**src/design/tal_pkg.sv**
```systemverilog
// shared types, constants and segment table for the thermistor converter
`default_nettype none

package tal_pkg;

  // group size and accumulator widths
  localparam int unsigned SAMPLES  = 10;
  localparam int unsigned ADC_W    = 10;
  localparam int unsigned SUM_W    = 16;
  localparam int unsigned CNT_W    = 7;

  // datapath widths
  localparam int unsigned NUM_W    = 25;
  localparam int unsigned DEN_W    = 18;
  localparam int unsigned R_W      = 24;
  localparam int unsigned MV_W     = 12;
  localparam int unsigned TEMP_W   = 10;
  localparam int unsigned MUL_A_W  = 16;
  localparam int unsigned MUL_B_W  = 14;
  localparam int unsigned PROD_W   = MUL_A_W + MUL_B_W;
  localparam int unsigned DIV_CW   = $clog2(NUM_W);

  // conversion constants
  localparam logic [MUL_B_W-1:0] FULL_MV   = 14'd3300;
  localparam logic [MUL_B_W-1:0] R_REF     = 14'd10000;
  localparam logic [MUL_B_W-1:0] T_SCALE   = 14'd1000;
  localparam logic [MV_W-1:0]    MV_MAX    = 12'd3299;
  localparam int unsigned        SPAN_SH   = 10;

  // one piecewise-linear segment: lo < r < hi
  typedef struct packed {
    logic [15:0]       lo;
    logic [15:0]       hi;
    logic [15:0]       origin;
    logic [DEN_W-1:0]  slope;
    logic [TEMP_W-1:0] base;
  } seg_t;

  localparam int unsigned SEG_COUNT = 7;

  localparam seg_t SEG_TABLE [SEG_COUNT] = '{
    '{16'd20310, 16'd33970, 16'd33970, 18'd136600, 10'd0},
    '{16'd12570, 16'd20311, 16'd20310, 18'd77400,  10'd100},
    '{16'd8034,  16'd12571, 16'd12570, 18'd45370,  10'd200},
    '{16'd5298,  16'd8035,  16'd8034,  18'd27370,  10'd300},
    '{16'd3586,  16'd5299,  16'd5298,  18'd17130,  10'd400},
    '{16'd2484,  16'd3587,  16'd3586,  18'd11030,  10'd500},
    '{16'd1756,  16'd2485,  16'd2484,  18'd7280,   10'd600}
  };

  // closed group handed from the accumulator to the sequencer
  typedef struct packed {
    logic             valid;
    logic [SUM_W-1:0] sum;
  } grp_t;

  // divider request and response
  typedef struct packed {
    logic             start;
    logic [NUM_W-1:0] num;
    logic [DEN_W-1:0] den;
  } div_req_t;

  typedef struct packed {
    logic             done;
    logic [NUM_W-1:0] quo;
  } div_rsp_t;

endpackage

`default_nettype wire

```
**src/design/tal_accum.sv**
```systemverilog
// sample accumulator that closes a group every SAMPLES items
`default_nettype none

module tal_accum
  import tal_pkg::*;
(
  input  wire logic             clk_i,
  input  wire logic             rst_ni,
  input  wire logic             take_i,
  input  wire logic [ADC_W-1:0] sample_i,
  output grp_t                  grp_o
);

  logic [SUM_W-1:0] sum_q, sum_d, sum_next;
  logic [CNT_W-1:0] cnt_q, cnt_d, cnt_next;
  grp_t             grp_q, grp_d;
  logic             close;

  // next sum and count, wrapping like the counters they model
  assign sum_next = sum_q + SUM_W'(sample_i);
  assign cnt_next = cnt_q + CNT_W'(1);
  assign close    = (32'(cnt_next) >= SAMPLES) || (cnt_next == '0);

  always_comb begin
    sum_d       = sum_q;
    cnt_d       = cnt_q;
    grp_d.valid = 1'b0;
    grp_d.sum   = grp_q.sum;
    if (take_i) begin
      if (close) begin
        sum_d       = '0;
        cnt_d       = '0;
        grp_d.valid = 1'b1;
        grp_d.sum   = sum_next;
      end else begin
        sum_d = sum_next;
        cnt_d = cnt_next;
      end
    end
  end

  always_ff @(posedge clk_i or negedge rst_ni) begin
    if (!rst_ni) begin
      sum_q       <= '0;
      cnt_q       <= '0;
      grp_q.valid <= 1'b0;
      grp_q.sum   <= '0;
    end else begin
      sum_q <= sum_d;
      cnt_q <= cnt_d;
      grp_q <= grp_d;
    end
  end

  assign grp_o = grp_q;

`ifndef SYNTH
  // count never rests at or past the group size
  a_cnt_bound: assert property (@(posedge clk_i) disable iff (!rst_ni)
    32'(cnt_q) < SAMPLES) else $error("sample count out of range");
  // a closed group leaves the running sum cleared
  a_close_clear: assert property (@(posedge clk_i) disable iff (!rst_ni)
    grp_q.valid |-> (sum_q == '0 || $past(take_i) == 1'b0 || cnt_q == '0))
    else $error("running sum not cleared on group close");
`endif

endmodule

`default_nettype wire

```
**src/design/tal_div.sv**
```systemverilog
// restoring divider, one quotient bit per cycle through a shift register
`default_nettype none

module tal_div
  import tal_pkg::*;
(
  input  wire logic clk_i,
  input  wire logic rst_ni,
  input  div_req_t  req_i,
  output div_rsp_t  rsp_o
);

  logic [NUM_W-1:0]  nq_q, nq_d;
  logic [DEN_W-1:0]  rem_q, rem_d;
  logic [DEN_W-1:0]  den_q, den_d;
  logic [DIV_CW-1:0] cnt_q, cnt_d;
  logic              busy_q, busy_d;
  logic              done_q, done_d;
  logic [DEN_W:0]    trial;
  logic              fit;

  // shift one numerator bit into the partial remainder and try the divisor
  assign trial = {rem_q, nq_q[NUM_W-1]};
  assign fit   = trial >= {1'b0, den_q};

  always_comb begin
    nq_d   = nq_q;
    rem_d  = rem_q;
    den_d  = den_q;
    cnt_d  = cnt_q;
    busy_d = busy_q;
    done_d = 1'b0;
    if (req_i.start) begin
      nq_d   = req_i.num;
      rem_d  = '0;
      den_d  = req_i.den;
      cnt_d  = '0;
      busy_d = 1'b1;
    end else if (busy_q) begin
      rem_d = fit ? DEN_W'(trial - {1'b0, den_q}) : DEN_W'(trial);
      nq_d  = {nq_q[NUM_W-2:0], fit};
      cnt_d = cnt_q + DIV_CW'(1);
      if (cnt_q == DIV_CW'(NUM_W - 1)) begin
        busy_d = 1'b0;
        done_d = 1'b1;
      end
    end
  end

  always_ff @(posedge clk_i or negedge rst_ni) begin
    if (!rst_ni) begin
      busy_q <= 1'b0;
      done_q <= 1'b0;
      cnt_q  <= '0;
    end else begin
      busy_q <= busy_d;
      done_q <= done_d;
      cnt_q  <= cnt_d;
    end
  end

  // datapath shift registers
  always_ff @(posedge clk_i) begin
    nq_q  <= nq_d;
    rem_q <= rem_d;
    den_q <= den_d;
  end

  assign rsp_o.done = done_q;
  assign rsp_o.quo  = nq_q;

`ifndef SYNTH
  // a result appears only at the end of a running division
  a_done_after_busy: assert property (@(posedge clk_i) disable iff (!rst_ni)
    done_q |-> $past(busy_q)) else $error("divider done without a division");
  // busy and done never overlap
  a_done_idle: assert property (@(posedge clk_i) disable iff (!rst_ni)
    done_q |-> !busy_q) else $error("divider done while still busy");
`endif

endmodule

`default_nettype wire

```
**src/design/thermistor_average_linearize.sv**
```systemverilog
// top level: averaging, resistance and piecewise-linear temperature conversion
`default_nettype none

// Each input item carries one 10-bit ADC sample. Every SAMPLES-th item
// closes a group and yields one result item: the mean is scaled to
// millivolts, turned into a thermistor resistance and mapped through seven
// segments to tenths of a degree; in_range (tuser) is 0 and the temperature
// 0 when no segment matches. A closing item blocks the input while the group
// is converted: three passes through the bit-serial divider, each shifting
// out 25 quotient bits, one per cycle, and the sequencing states between
// them. On a miss the third pass and its start state are skipped. The input
// stays blocked longer while an earlier result still waits in the output
// register. A finished result waits in the output register while the next
// group is accumulated.
module thermistor_average_linearize
  import tal_pkg::*;
(
  input  wire logic        clk_i,
  input  wire logic        rst_ni,
  input  wire logic        s_axis_tvalid,
  output logic             s_axis_tready,
  input  wire logic [15:0] s_axis_tdata,   // [9:0] adc_sample
  output logic             m_axis_tvalid,
  input  wire logic        m_axis_tready,
  output logic [15:0]      m_axis_tdata,   // [9:0] temp_tenths
  output logic             m_axis_tuser    // [0] in_range
);

  // sequencer states
  localparam logic [3:0] S_IDLE   = 4'd0;
  localparam logic [3:0] S_MEAN   = 4'd1;
  localparam logic [3:0] S_MV     = 4'd2;
  localparam logic [3:0] S_RMUL   = 4'd3;
  localparam logic [3:0] S_RSTART = 4'd4;
  localparam logic [3:0] S_RDIV   = 4'd5;
  localparam logic [3:0] S_SEG    = 4'd6;
  localparam logic [3:0] S_TSTART = 4'd7;
  localparam logic [3:0] S_TDIV   = 4'd8;
  localparam logic [3:0] S_OUT    = 4'd9;

  logic [3:0]         state_q, state_d;
  grp_t               grp;
  div_req_t           div_req;
  div_rsp_t           div_rsp;
  logic               take;

  logic [PROD_W-1:0]  mul_q, mul_d;
  logic [MUL_A_W-1:0] mul_a;
  logic [MUL_B_W-1:0] mul_b;
  logic               mul_en;
  logic [MV_W-1:0]    mv_q, mv_d;
  logic [PROD_W-SPAN_SH-1:0] mv_raw;
  logic [R_W-1:0]     r_q, r_d;
  logic [DEN_W-1:0]   slope_q, slope_d;
  logic [TEMP_W-1:0]  base_q, base_d;
  logic [TEMP_W-1:0]  t_q, t_d;
  logic               hit_q, hit_d;

  logic               seg_hit;
  logic [15:0]        seg_diff;
  logic [DEN_W-1:0]   seg_slope;
  logic [TEMP_W-1:0]  seg_base;

  logic               out_valid_q;
  logic [TEMP_W-1:0]  out_temp_q;
  logic               out_range_q;
  logic               out_load;

  // input side: samples flow only while the sequencer rests
  assign s_axis_tready = (state_q == S_IDLE) && !grp.valid;
  assign take          = s_axis_tvalid && s_axis_tready;

  tal_accum u_accum (
    .clk_i    (clk_i),
    .rst_ni   (rst_ni),
    .take_i   (take),
    .sample_i (s_axis_tdata[ADC_W-1:0]),
    .grp_o    (grp)
  );

  tal_div u_div (
    .clk_i  (clk_i),
    .rst_ni (rst_ni),
    .req_i  (div_req),
    .rsp_o  (div_rsp)
  );

  // divider requests: mean, resistance, segment offset
  always_comb begin
    div_req.start = 1'b0;
    div_req.num   = NUM_W'(grp.sum);
    div_req.den   = DEN_W'(SAMPLES);
    case (state_q)
      S_IDLE: begin
        div_req.start = grp.valid;
      end
      S_RSTART: begin
        div_req.start = 1'b1;
        div_req.num   = mul_q[NUM_W-1:0];
        div_req.den   = DEN_W'(FULL_MV[MV_W-1:0] - mv_q);
      end
      S_TSTART: begin
        div_req.start = 1'b1;
        div_req.num   = mul_q[NUM_W-1:0];
        div_req.den   = slope_q;
      end
      default: begin
        div_req.start = 1'b0;
      end
    endcase
  end

  // segment search on the registered resistance, first match wins
  always_comb begin
    seg_hit   = 1'b0;
    seg_diff  = '0;
    seg_slope = SEG_TABLE[0].slope;
    seg_base  = '0;
    for (int i = SEG_COUNT - 1; i >= 0; i--) begin
      if (r_q > R_W'(SEG_TABLE[i].lo) && r_q < R_W'(SEG_TABLE[i].hi)) begin
        seg_hit   = 1'b1;
        seg_diff  = 16'(R_W'(SEG_TABLE[i].origin) - r_q);
        seg_slope = SEG_TABLE[i].slope;
        seg_base  = SEG_TABLE[i].base;
      end
    end
  end

  // shared multiplier operands
  always_comb begin
    mul_en = 1'b1;
    mul_a  = '0;
    mul_b  = '0;
    case (state_q)
      S_MEAN: begin
        mul_en = div_rsp.done;
        mul_a  = div_rsp.quo[MUL_A_W-1:0];
        mul_b  = FULL_MV;
      end
      S_RMUL: begin
        mul_a = MUL_A_W'(mv_q);
        mul_b = R_REF;
      end
      S_SEG: begin
        mul_a = seg_diff;
        mul_b = T_SCALE;
      end
      default: begin
        mul_en = 1'b0;
      end
    endcase
  end

  assign mul_d  = mul_en ? (PROD_W'(mul_a) * PROD_W'(mul_b)) : mul_q;
  assign mv_raw = mul_q[PROD_W-1:SPAN_SH];

  // sequencer
  always_comb begin
    state_d  = state_q;
    mv_d     = mv_q;
    r_d      = r_q;
    slope_d  = slope_q;
    base_d   = base_q;
    t_d      = t_q;
    hit_d    = hit_q;
    out_load = 1'b0;
    case (state_q)
      S_IDLE: begin
        if (grp.valid) state_d = S_MEAN;
      end
      S_MEAN: begin
        if (div_rsp.done) state_d = S_MV;
      end
      S_MV: begin
        mv_d    = (mv_raw > (PROD_W-SPAN_SH)'(MV_MAX)) ? MV_MAX : mv_raw[MV_W-1:0];
        state_d = S_RMUL;
      end
      S_RMUL: begin
        state_d = S_RSTART;
      end
      S_RSTART: begin
        state_d = S_RDIV;
      end
      S_RDIV: begin
        if (div_rsp.done) begin
          r_d     = div_rsp.quo[R_W-1:0];
          state_d = S_SEG;
        end
      end
      S_SEG: begin
        hit_d   = seg_hit;
        slope_d = seg_slope;
        base_d  = seg_base;
        t_d     = '0;
        state_d = seg_hit ? S_TSTART : S_OUT;
      end
      S_TSTART: begin
        state_d = S_TDIV;
      end
      S_TDIV: begin
        if (div_rsp.done) begin
          t_d     = div_rsp.quo[TEMP_W-1:0] + base_q;
          state_d = S_OUT;
        end
      end
      S_OUT: begin
        if (!out_valid_q || m_axis_tready) begin
          out_load = 1'b1;
          state_d  = S_IDLE;
        end
      end
      default: begin
        state_d = S_IDLE;
      end
    endcase
  end

  always_ff @(posedge clk_i or negedge rst_ni) begin
    if (!rst_ni) begin
      state_q     <= S_IDLE;
      out_valid_q <= 1'b0;
    end else begin
      state_q <= state_d;
      if (out_load) begin
        out_valid_q <= 1'b1;
      end else if (m_axis_tready) begin
        out_valid_q <= 1'b0;
      end
    end
  end

  // datapath registers
  always_ff @(posedge clk_i) begin
    mul_q   <= mul_d;
    mv_q    <= mv_d;
    r_q     <= r_d;
    slope_q <= slope_d;
    base_q  <= base_d;
    t_q     <= t_d;
    hit_q   <= hit_d;
    if (out_load) begin
      out_temp_q  <= t_q;
      out_range_q <= hit_q;
    end
  end

  // output item
  assign m_axis_tvalid = out_valid_q;
  assign m_axis_tdata  = 16'(out_temp_q);
  assign m_axis_tuser  = out_range_q;

`ifndef SYNTH
  // an out-of-range result carries a zero temperature
  a_miss_zero: assert property (@(posedge clk_i) disable iff (!rst_ni)
    (m_axis_tvalid && !m_axis_tuser) |-> (m_axis_tdata == 16'd0))
    else $error("out-of-range result with nonzero temperature");
  // a calibrated result stays within the table's span
  a_temp_span: assert property (@(posedge clk_i) disable iff (!rst_ni)
    (m_axis_tvalid && m_axis_tuser) |-> (m_axis_tdata <= 16'd700))
    else $error("temperature beyond calibrated span");
  // a closed group always finds the sequencer at rest
  a_grp_idle: assert property (@(posedge clk_i) disable iff (!rst_ni)
    grp.valid |-> (state_q == S_IDLE)) else $error("group closed while converting");
  // divider results arrive only where the sequencer waits for them
  a_div_wait: assert property (@(posedge clk_i) disable iff (!rst_ni)
    div_rsp.done |-> (state_q == S_MEAN || state_q == S_RDIV || state_q == S_TDIV))
    else $error("divider result with no consumer");
`endif

endmodule

`default_nettype wire
```
**config.mk**
```make
export PLATFORM = sky130hd
export DESIGN_NAME = thermistor_average_linearize
export DESIGN_NICKNAME = d
export VERILOG_FILES = /design/src/design/tal_pkg.sv /design/src/design/tal_accum.sv /design/src/design/tal_div.sv /design/src/design/thermistor_average_linearize.sv
export SDC_FILE = /design/constraint.sdc
export NUM_CORES = 1
export LEC_CHECK = 0
export CORE_ASPECT_RATIO = 0.5
export CORE_MARGIN = 5
export CORE_UTILIZATION = 49
export CTS_CLUSTER_SIZE = 14
export DETAILED_ROUTE_END_ITERATION = 10
export DONT_BUFFER_PORTS = 1
export GPL_TIMING_DRIVEN = 0
export SLEW_MARGIN = 10
export SYNTH_ARGS = -nofsm -noshare
export SYNTH_HDL_FRONTEND = slang
export SYNTH_SLANG_ARGS = --single-unit
```
**constraint.sdc**
```tcl
create_clock -name clk_i -period 19.2 [get_ports clk_i]
set_input_delay 3.84 -clock clk_i [delete_from_list [all_inputs] [get_ports clk_i]]
set_output_delay 3.84 -clock clk_i [all_outputs]
set_load 0.02 [all_outputs]
```
==> results of run 1 <==
[logic make-up after synthesis]
kind of cell	synth area share, %
multiplexers	1.82
flip-flops	32.2
other	0.0387
AO/OA/AOI/OAI	16.0
buffers and inverters	6.96
adder cells (fa/ha/maj)	23.3
AND/OR/NAND/NOR	15.4
XOR/XNOR	4.24
[flip-flops by register name, indices dropped and copies added (netlist names), 12 cells and up]
signal,cells
u_accum.grp_o,17
slope_q,17
u_accum.sum_q,16
u_div.nq_q,25
r_q,24
u_div.den_q,18
mul_q,28
mv_q,12
u_div.rem_q,18
[power groups by stage]
stage | combinational, W | sequential (W) | clock [W]
floorplan | 0.00213 | 0.000844 | 0
global placement | 0.00269 | 0.000922 | 0
detailed placement | 0.00272 | 0.000921 | 0
CTS | 0.00276 | 0.000912 | 0.000471
global route | 0.00314 | 0.000929 | 0.000491
finish | 0.00273 | 0.000915 | 0.000462
[path summary, 6_finish.rpt]
| check | startpoint | cells past startpoint | endpoint | slack (ps) |
|---|---|---|---|---|
| worst max register to register | r_q[1] | 27 | mul_q[29] | 9380 |
| min in group asynchronous | rst_ni | 0 | u_accum.grp_o[4] | 3000 |
| worst max-delay path | r_q[1] | 27 | mul_q[29] | 9380 |
| worst min-delay path | t_q[6] | 0 | out_temp_q[6] | 420 |
| max in group asynchronous | rst_ni | 0 | u_div.busy_q | 16070 |
| worst min register to register | t_q[6] | 0 | out_temp_q[6] | 420 |
[cell type report]
class	instances	area share [%]
Tap cell	530	3.16
Timing Repair Buffer	6	0.488
Clock inverter	8	0.310
Inverter	246	4.40
Sequential cell	223	29.8
Buffer	93	2.04
Clock buffer	33	3.32
Multi-Input combinational cell	1475	56.5
[critical path, stage by stage, from the launching register on]
cell and delay, ps:
edfxtp_1 510, clkbuf_1 510, inv_1 250, ha_1 260, nand2b_1 140, a22o_1 200
o41a_1 430, o211ai_2 650, inv_2 170, a22o_1 250, mux2i_1 230, nor3_1 90
o22ai_1 560, nand2_1 260, fa_1 560, fa_1 500, fa_1 550, fa_1 520
fa_1 490, ha_1 300, ha_1 230, or3_1 440, or3_1 320, nor3_1 280
nor2_1 170, a2111oi_0 460, o21bai_1 130, xnor2_1 140
[layout by cell type (no fill, tap or decap), types with 16 or more instances in the layout]
cell,count
dfrtp_1,52
clkbuf_16,26
o31ai_1,26
and2_1,32
nor3_1,48
o21ai_0,111
nand2b_1,18
xnor2_1,64
a21oi_1,112
edfxtp_1,153
and3_1,23
xor2_1,30
a21o_1,20
nand4_1,16
nand2_1,167
nand3_1,44
ha_1,160
dfxtp_1,18
a211oi_1,16
mux2i_1,32
or3_1,18
buf_2,26
a22o_1,22
clkbuf_1,55
nor2_1,121
fa_1,126
inv_1,240
[stage by stage]
| step | hold WS, ps | area (um2) |
|---|---|---|
| after floorplan | 400 | 19500 |
| after global placement | 406 | 20100 |
| after detailed placement | 405 | 20200 |
| after CTS | 420 | 21000 |
| after global routing | 426 | 21000 |
| final | 420 | 21000 |
[routing by layer]
metal	wire length, um	up-vias
li1	-	7220
met5	44	-
met2	25500	635
met4	1940	6
met1	26600	7542
met3	6530	136
==> metrics.md, run 1 <==
| Metric | Value |
|---|---|
| Reg power frac | 22.3% |
| Min Clock Period, post-route | 9820 ps |
| Layout area overhead | 8.25% |
| Cell count after placement | 2573 |
| Fillers | 3617 |
| Met3 Use GR | under 10% |
| Clock Skew | roughly 24 ps |
| Final setup fails | 0 |
| Post-layout util | 53.9% |
| Synth Register Bits | about 220 |
| Drt wl/cell | around 23 um |
| NetSw | 0.00188 W |
| Insertion delay to the later sink of the worst-skew pair | 540 ps |
| Sequential Area | 6260 um2 |
| CTS clock-pin slew for the worst setup and hold paths | 70 ps |
| CP endpoint kind | register |
| Sw Ratio | 45.9% |
| Synthesized area | 19400 um2 |
| Drc violations | 0 |
| Remaining global-route overflow | 0 |
| PnR worst setup slack | approximately 9400 ps |
| Asr flop ratio synth | 23.3% |
| Max clock buf depth | 3 |
| Max Cap Viol | 0 |
| Final Max Slew Viols | 0 |
| Number of global-route vias before repair | roughly 15000 |
| Pre-CTS WS | approximately 9500 ps |
| Multi-input logic area | roughly 12000 um2 |
| Postcts setup bufs | 0 |
| Gpl congestion | 1.03 |
| Met2 usage | between 40% and 50% |
| Maximum clock frequency | 0.102 GHz |
| I/O pins | 39 |
| Die H | about 150 um |
| Initial DRC count | 1303 |
| Status | completed |
| Post-Layout Cell Count | 2614 |
| Most used DFF post-synth | edfxtp_1 |
| Worst Path Max Fanout | 10 |
| Full die area | about 44000 um2 |
| Most frequent cells after synthesis | inv_1, nand2_1, ha_1 |
| # diodes | 0 |
| Share of layout cells above drive strength 1 | 6.81% |
| CP Launch Type | register |
| GRT busiest layer | met2 |
| Starting Density | 49.8% |
| Final period utilization | 51.2% |
| Crit path kind | register to register |
| Hold Vio Cnt, Final | 0 |
| Final #Nets | approximately 2400 |
| CTS Root Cell | clkbuf_16 |
| Synth cell types | roughly 110 |
| Post-synth EDFFs | 153 |
| Syn. warnings | 0 |
| Total CTS buffers | 23 |
| Total power | 0.00410 W |
| H-tree Lvls | 1 |
| Synth top area share | 23.7% |
| Core Region | ~40000 um2 |
| Relative slew slack | ~20% |
| Hpwl dp | between 40000 and 50000 um |
| Tot GR Track Use | 27.7% |
| Port bufs | 0 |
| Post-Syn Area per Cell | 9.58 um2 |
| First-pass GRT wire length | 92800 um |
| Count leader, synth | inv_1 |
| Sequential area share after synthesis | 32.2% |
| TNS Setup | 0 ps |
| Combinational Power Share | 66.4% |
| Synth area leader | edfxtp_1 |
| Die Width | 291 um |
| Post-synthesis cell count | a little over 2000 |
| Hold Crit Class | register to register |
| Post-CTS Resized | 0 |
| Synth top area cells | edfxtp_1, fa_1, ha_1, dfrtp_1, inv_1 |
| 1st-pass router iterations | 6 |
| RSZ-0062 raised after global routing | false |
| Slew @ Worst Pin | 1190 ps |
| Clock Sink Count | 223 |
| Initial antenna violation count | 2 |
| Drt via density | a little under 6 |
| Largest net degree at the start of global routing | 53 |
| Met1 Usage GRT | about two fifths |
| CTS tree | built |
| Row count | 51 |
| Final ANT Viol Nets | 0 |
| Final wirelength | roughly 60000 um |
| Hold Buf Count CTS | 0 |
| Peak VDD IR | 0.215 mV |
| Via count | around 16000 |
| Int Power | 0.00222 W |
| Leakage power | 9.43 nW |
| WP data required | 19490 ps |
| Arr. time, crit path | 10120 ps |
| Clock power frac | 11.3% |
| Pwr/cell area | a little under 200 nW/um2 |
Note: power is estimated with default switching activity, not from simulation.
==> run 2: changes to the inputs <==
ABC_AREA = 1   (was not set)
clock period = 10.2 ns   (was 19.2 ns; I/O delays follow)
==> run 2 against run 1 <==
Net effect: sequential power up 4.6%; critical path type unchanged; via count up 1.1%; global-route usage down 1.4 points; clock-buffer cell count down 4; area after synthesis down 0.39%; sequential share of layout area up 0.19 points; highest routed layer unchanged; largest power group is now registers; fmax up 12%; core utilization down 0.26 points; sequential cell count unchanged; total power down 55%.
==> metrics.md, run 2 <==
| Metric | Value |
|---|---|
| Status | completed (unchanged) |
| # diodes | 0 (unchanged) |
| Post-Syn Area per Cell | 8.39 um2 (was 9.58 um2) |
| Initial antenna violation count | 1 (was 2) |
| Post-synth EDFFs | 153 (unchanged) |
| Synth area leader | edfxtp_1 (unchanged) |
| Worst Path Max Fanout | 10 (unchanged) |
| Asr flop ratio synth | 23.3% (unchanged) |
| CTS clock-pin slew for the worst setup and hold paths | 60 ps (was 70 ps) |
| Arr. time, crit path | 9050 ps (was 10120 ps) |
| Hold Vio Cnt, Final | 0 (unchanged) |
| Peak VDD IR | 0.0994 mV (was 0.215 mV) |
| 1st-pass router iterations | 8 (was 6) |
| H-tree Lvls | 1 (unchanged) |
| CP Launch Type | register (unchanged) |
| Row count | 51 (unchanged) |
| Hold Crit Class | register to register (unchanged) |
| Final Max Slew Viols | 0 (unchanged) |
| Synth Register Bits | 223 (unchanged) |
| Number of global-route vias before repair | 15144 (was 15189) |
| Leakage power | 10.5 nW (was 9.43 nW) |
| Max Cap Viol | 0 (unchanged) |
| Full die area | 43800 um2 (was 43900 um2) |
| CTS Root Cell | clkbuf_16 (unchanged) |
| Post-Layout Cell Count | 2896 (was 2614) |
| Slowest-stage cell, CP | fa_1 (was o211ai_2) |
| Synth top area share | 23.8% (was 23.7%) |
| Clock Skew | 23.3 ps (was 23.7 ps) |
| Final ANT Viol Nets | 0 (unchanged) |
| Largest net degree at the start of global routing | 53 (unchanged) |
| Final setup fails | 0 (unchanged) |
| Share of layout cells above drive strength 1 | 7.73% (was 6.81%) |
| WP data required | 10480 ps (was 19490 ps) |
| Most frequent cells after synthesis | inv_1, nand2_1, nor2_1 (was inv_1, nand2_1, ha_1) |
| Die H | 150 um (was 151 um) |
| Synth cell types | 66 (was 107) |
| R2R depth | 35 (was 27) |
| Fillers | 3665 (was 3617) |
| Max reg flops | 28 (unchanged) |
| Min Clock Period, post-route | 8770 ps (was 9820 ps) |
| Via count | 15716 (was 15539) |
| Crit path max-delay family | adder cells (unchanged) |
| CTS tree | built (unchanged) |
| Crit path kind | register to register (unchanged) |
| Sequential area share after synthesis | 32.4% (was 32.2%) |
| Postcts setup bufs | 0 (unchanged) |
| Die Width | 291 um (about the same) |
| Gpl congestion | 0.991 (was 1.03) |
| Most used DFF post-synth | edfxtp_1 (unchanged) |
| I/O pins | 39 (unchanged) |
| Synthesized area | 19300 um2 (was 19400 um2) |
| Insertion delay to the later sink of the worst-skew pair | 550 ps (was 540 ps) |
| Most flop-heavy register | mul_q (unchanged) |
| Pwr/cell area | 88.2 nW/um2 (was 195 nW/um2) |
| First-pass GRT wire length | 88700 um (was 92800 um) |
| Post-synthesis cell count | 2303 (was 2025) |
| Crit-path max cell delay | 590 ps (was 650 ps) |
| Drt wl/cell | 19.7 um (was 23.2 um) |
| TNS Setup | 0 ps (unchanged) |
| Clock Sink Count | 223 (unchanged) |
| Final #Nets | 2654 (was 2374) |
| Syn. warnings | 0 (unchanged) |
| Slew @ Worst Pin | 1210 ps (was 1190 ps) |
| Final wirelength | 57000 um (was 60700 um) |
| Tot GR Track Use | 26.2% (was 27.7%) |
| Port bufs | 0 (unchanged) |
| Drt via density | 5.43 (was 5.94) |
| Relative slew slack | 19.3% (was 19.9%) |
| Commonest cells after routing, fill and taps aside | inv_1, nand2_1, nor2_1 (was inv_1, nand2_1, ha_1) |
| Starting Density | 49.7% (was 49.8%) |
| Biggest regs | mul_q: 28 flops, u_div.nq_q: 25 flops, r_q: 24 flops (unchanged) |
| Hpwl dp | 46600 um (was 49100 um) |
| Final period utilization | 86.0% (was 51.2%) |
| Core Region | 38900 um2 (was 39000 um2) |
| Max clock buf depth | 3 (unchanged) |
| Multi-input logic area | 11100 um2 (was 11900 um2) |
| Layout area overhead | 7.96% (was 8.25%) |
| Worst hold path stage count | 0 (unchanged) |
| RSZ-0062 raised after global routing | false (unchanged) |
| CP endpoint kind | register (unchanged) |
| Initial DRC count | 1450 (was 1303) |
| Sequential Area | 6260 um2 (unchanged) |
| Hold Buf Count CTS | 0 (unchanged) |
| Worst path depth | 35 (was 27) |
| Maximum clock frequency | 0.114 GHz (was 0.102 GHz) |
| Synth top area cells | edfxtp_1, fa_1, ha_1, inv_1, nand2_1 (was edfxtp_1, fa_1, ha_1, dfrtp_1, inv_1) |
| Post-CTS Resized | 0 (unchanged) |
| Remaining global-route overflow | 0 (unchanged) |
| Cell count after placement | 2852 (was 2573) |
| Total CTS buffers | 24 (was 23) |
| Worst path buffer plus inverter count | 6 (was 3) |
| Drc violations | 0 (unchanged) |
[run 2: changes by cell type after synthesis, moves of 22 or more]
| cell | previous run | this run |
|---|---|---|
| nand2_1 | 167 | 411 |
| inv_1 | 240 | 411 |
| nor2_1 | 121 | 214 |
| xnor2_1 | 64 | 18 |
| xor2_1 | 30 | 69 |
| and2_1 | 32 | 0 |
| mux2i_1 | 32 | 1 |
| nand3_1 | 44 | 75 |
| clkbuf_1 | 52 | 22 |
| o31ai_1 | 26 | 1 |
| and3_1 | 23 | 1 |
| nor3_1 | 49 | 27 |
[run 2: report_power, final]
part	leakage [nW]	internal (W)	switching, W
Combinational	8.04	0.00000986	0.0000145
Clock	0.367	0.000466	0.000394
Sequential	2.04	0.000957	0.0000000000000000000360
[run 2: worst paths after layout]
path	start	endpoint	slack [ps]
max	r_q[14]	mul_q[28]	1430
min	t_q[0]	out_temp_q[0]	420
max in group asynchronous	rst_ni	u_accum.cnt_q[4]	8850
min reg2reg	t_q[0]	out_temp_q[0]	420
max reg2reg	r_q[14]	mul_q[28]	1430
min in group asynchronous	rst_ni	u_div.cnt_q[1]	1200
[run 2: layout make-up]
type / instances / share of cell area [%]
timing repair buffer: 7 / 0.270
sequential: 223 / 30.0
multi-input combinational: 1592 / 53.3
inverter: 440 / 7.96
tap: 530 / 3.18
clock inverter: 15 / 0.486
clock buffer: 29 / 3.17
buffer: 60 / 1.64
[run 2: kinds of logic (layout without fill, tap and decap cells)]
| family | after synthesis | count (layout) | synth area share, % |
|---|---|---|---|
| simple gates | 835 | 835 | 18.9 |
| buf+inv | 500 | 551 | 10.3 |
| compound gates | 369 | 369 | 11.0 |
| fa+ha+maj | 286 | 286 | 23.4 |
| flops | 223 | 223 | 32.4 |
| xor+xnor | 87 | 87 | 3.94 |
| other cells | 2 | 14 | 0.0388 |
| mux | 1 | 1 | 0.0518 |
[run 2: per-layer routing]
metal | global-route usage, % | wire length, um | vias to the layer above
li1 | - | - | 7540
met1 | 40.8 | 28000 | 7498
met2 | 37.9 | 22800 | 584
met3 | 4.98 | 4680 | 92
met4 | 5.94 | 1460 | 2
met5 | 0 | 12 | -
[run 2: stage by stage]
step / utilization, % / area [um2] / hold slack (ps) / setup slack [ps] / power (W)
after detailed placement: 51.7 / 20100 / 405 / 1520 / 0.00100
after CTS: 53.6 / 20900 / 419 / 1450 / 0.00186
after floorplan: - / 19400 / 400 / 2780 / 0.000997
final: 53.6 / 20900 / 419 / 1430 / 0.00184
after global placement: 51.5 / 20000 / 404 / 969 / 0.00100
after global routing: 53.6 / 20900 / 429 / 735 / 0.00190
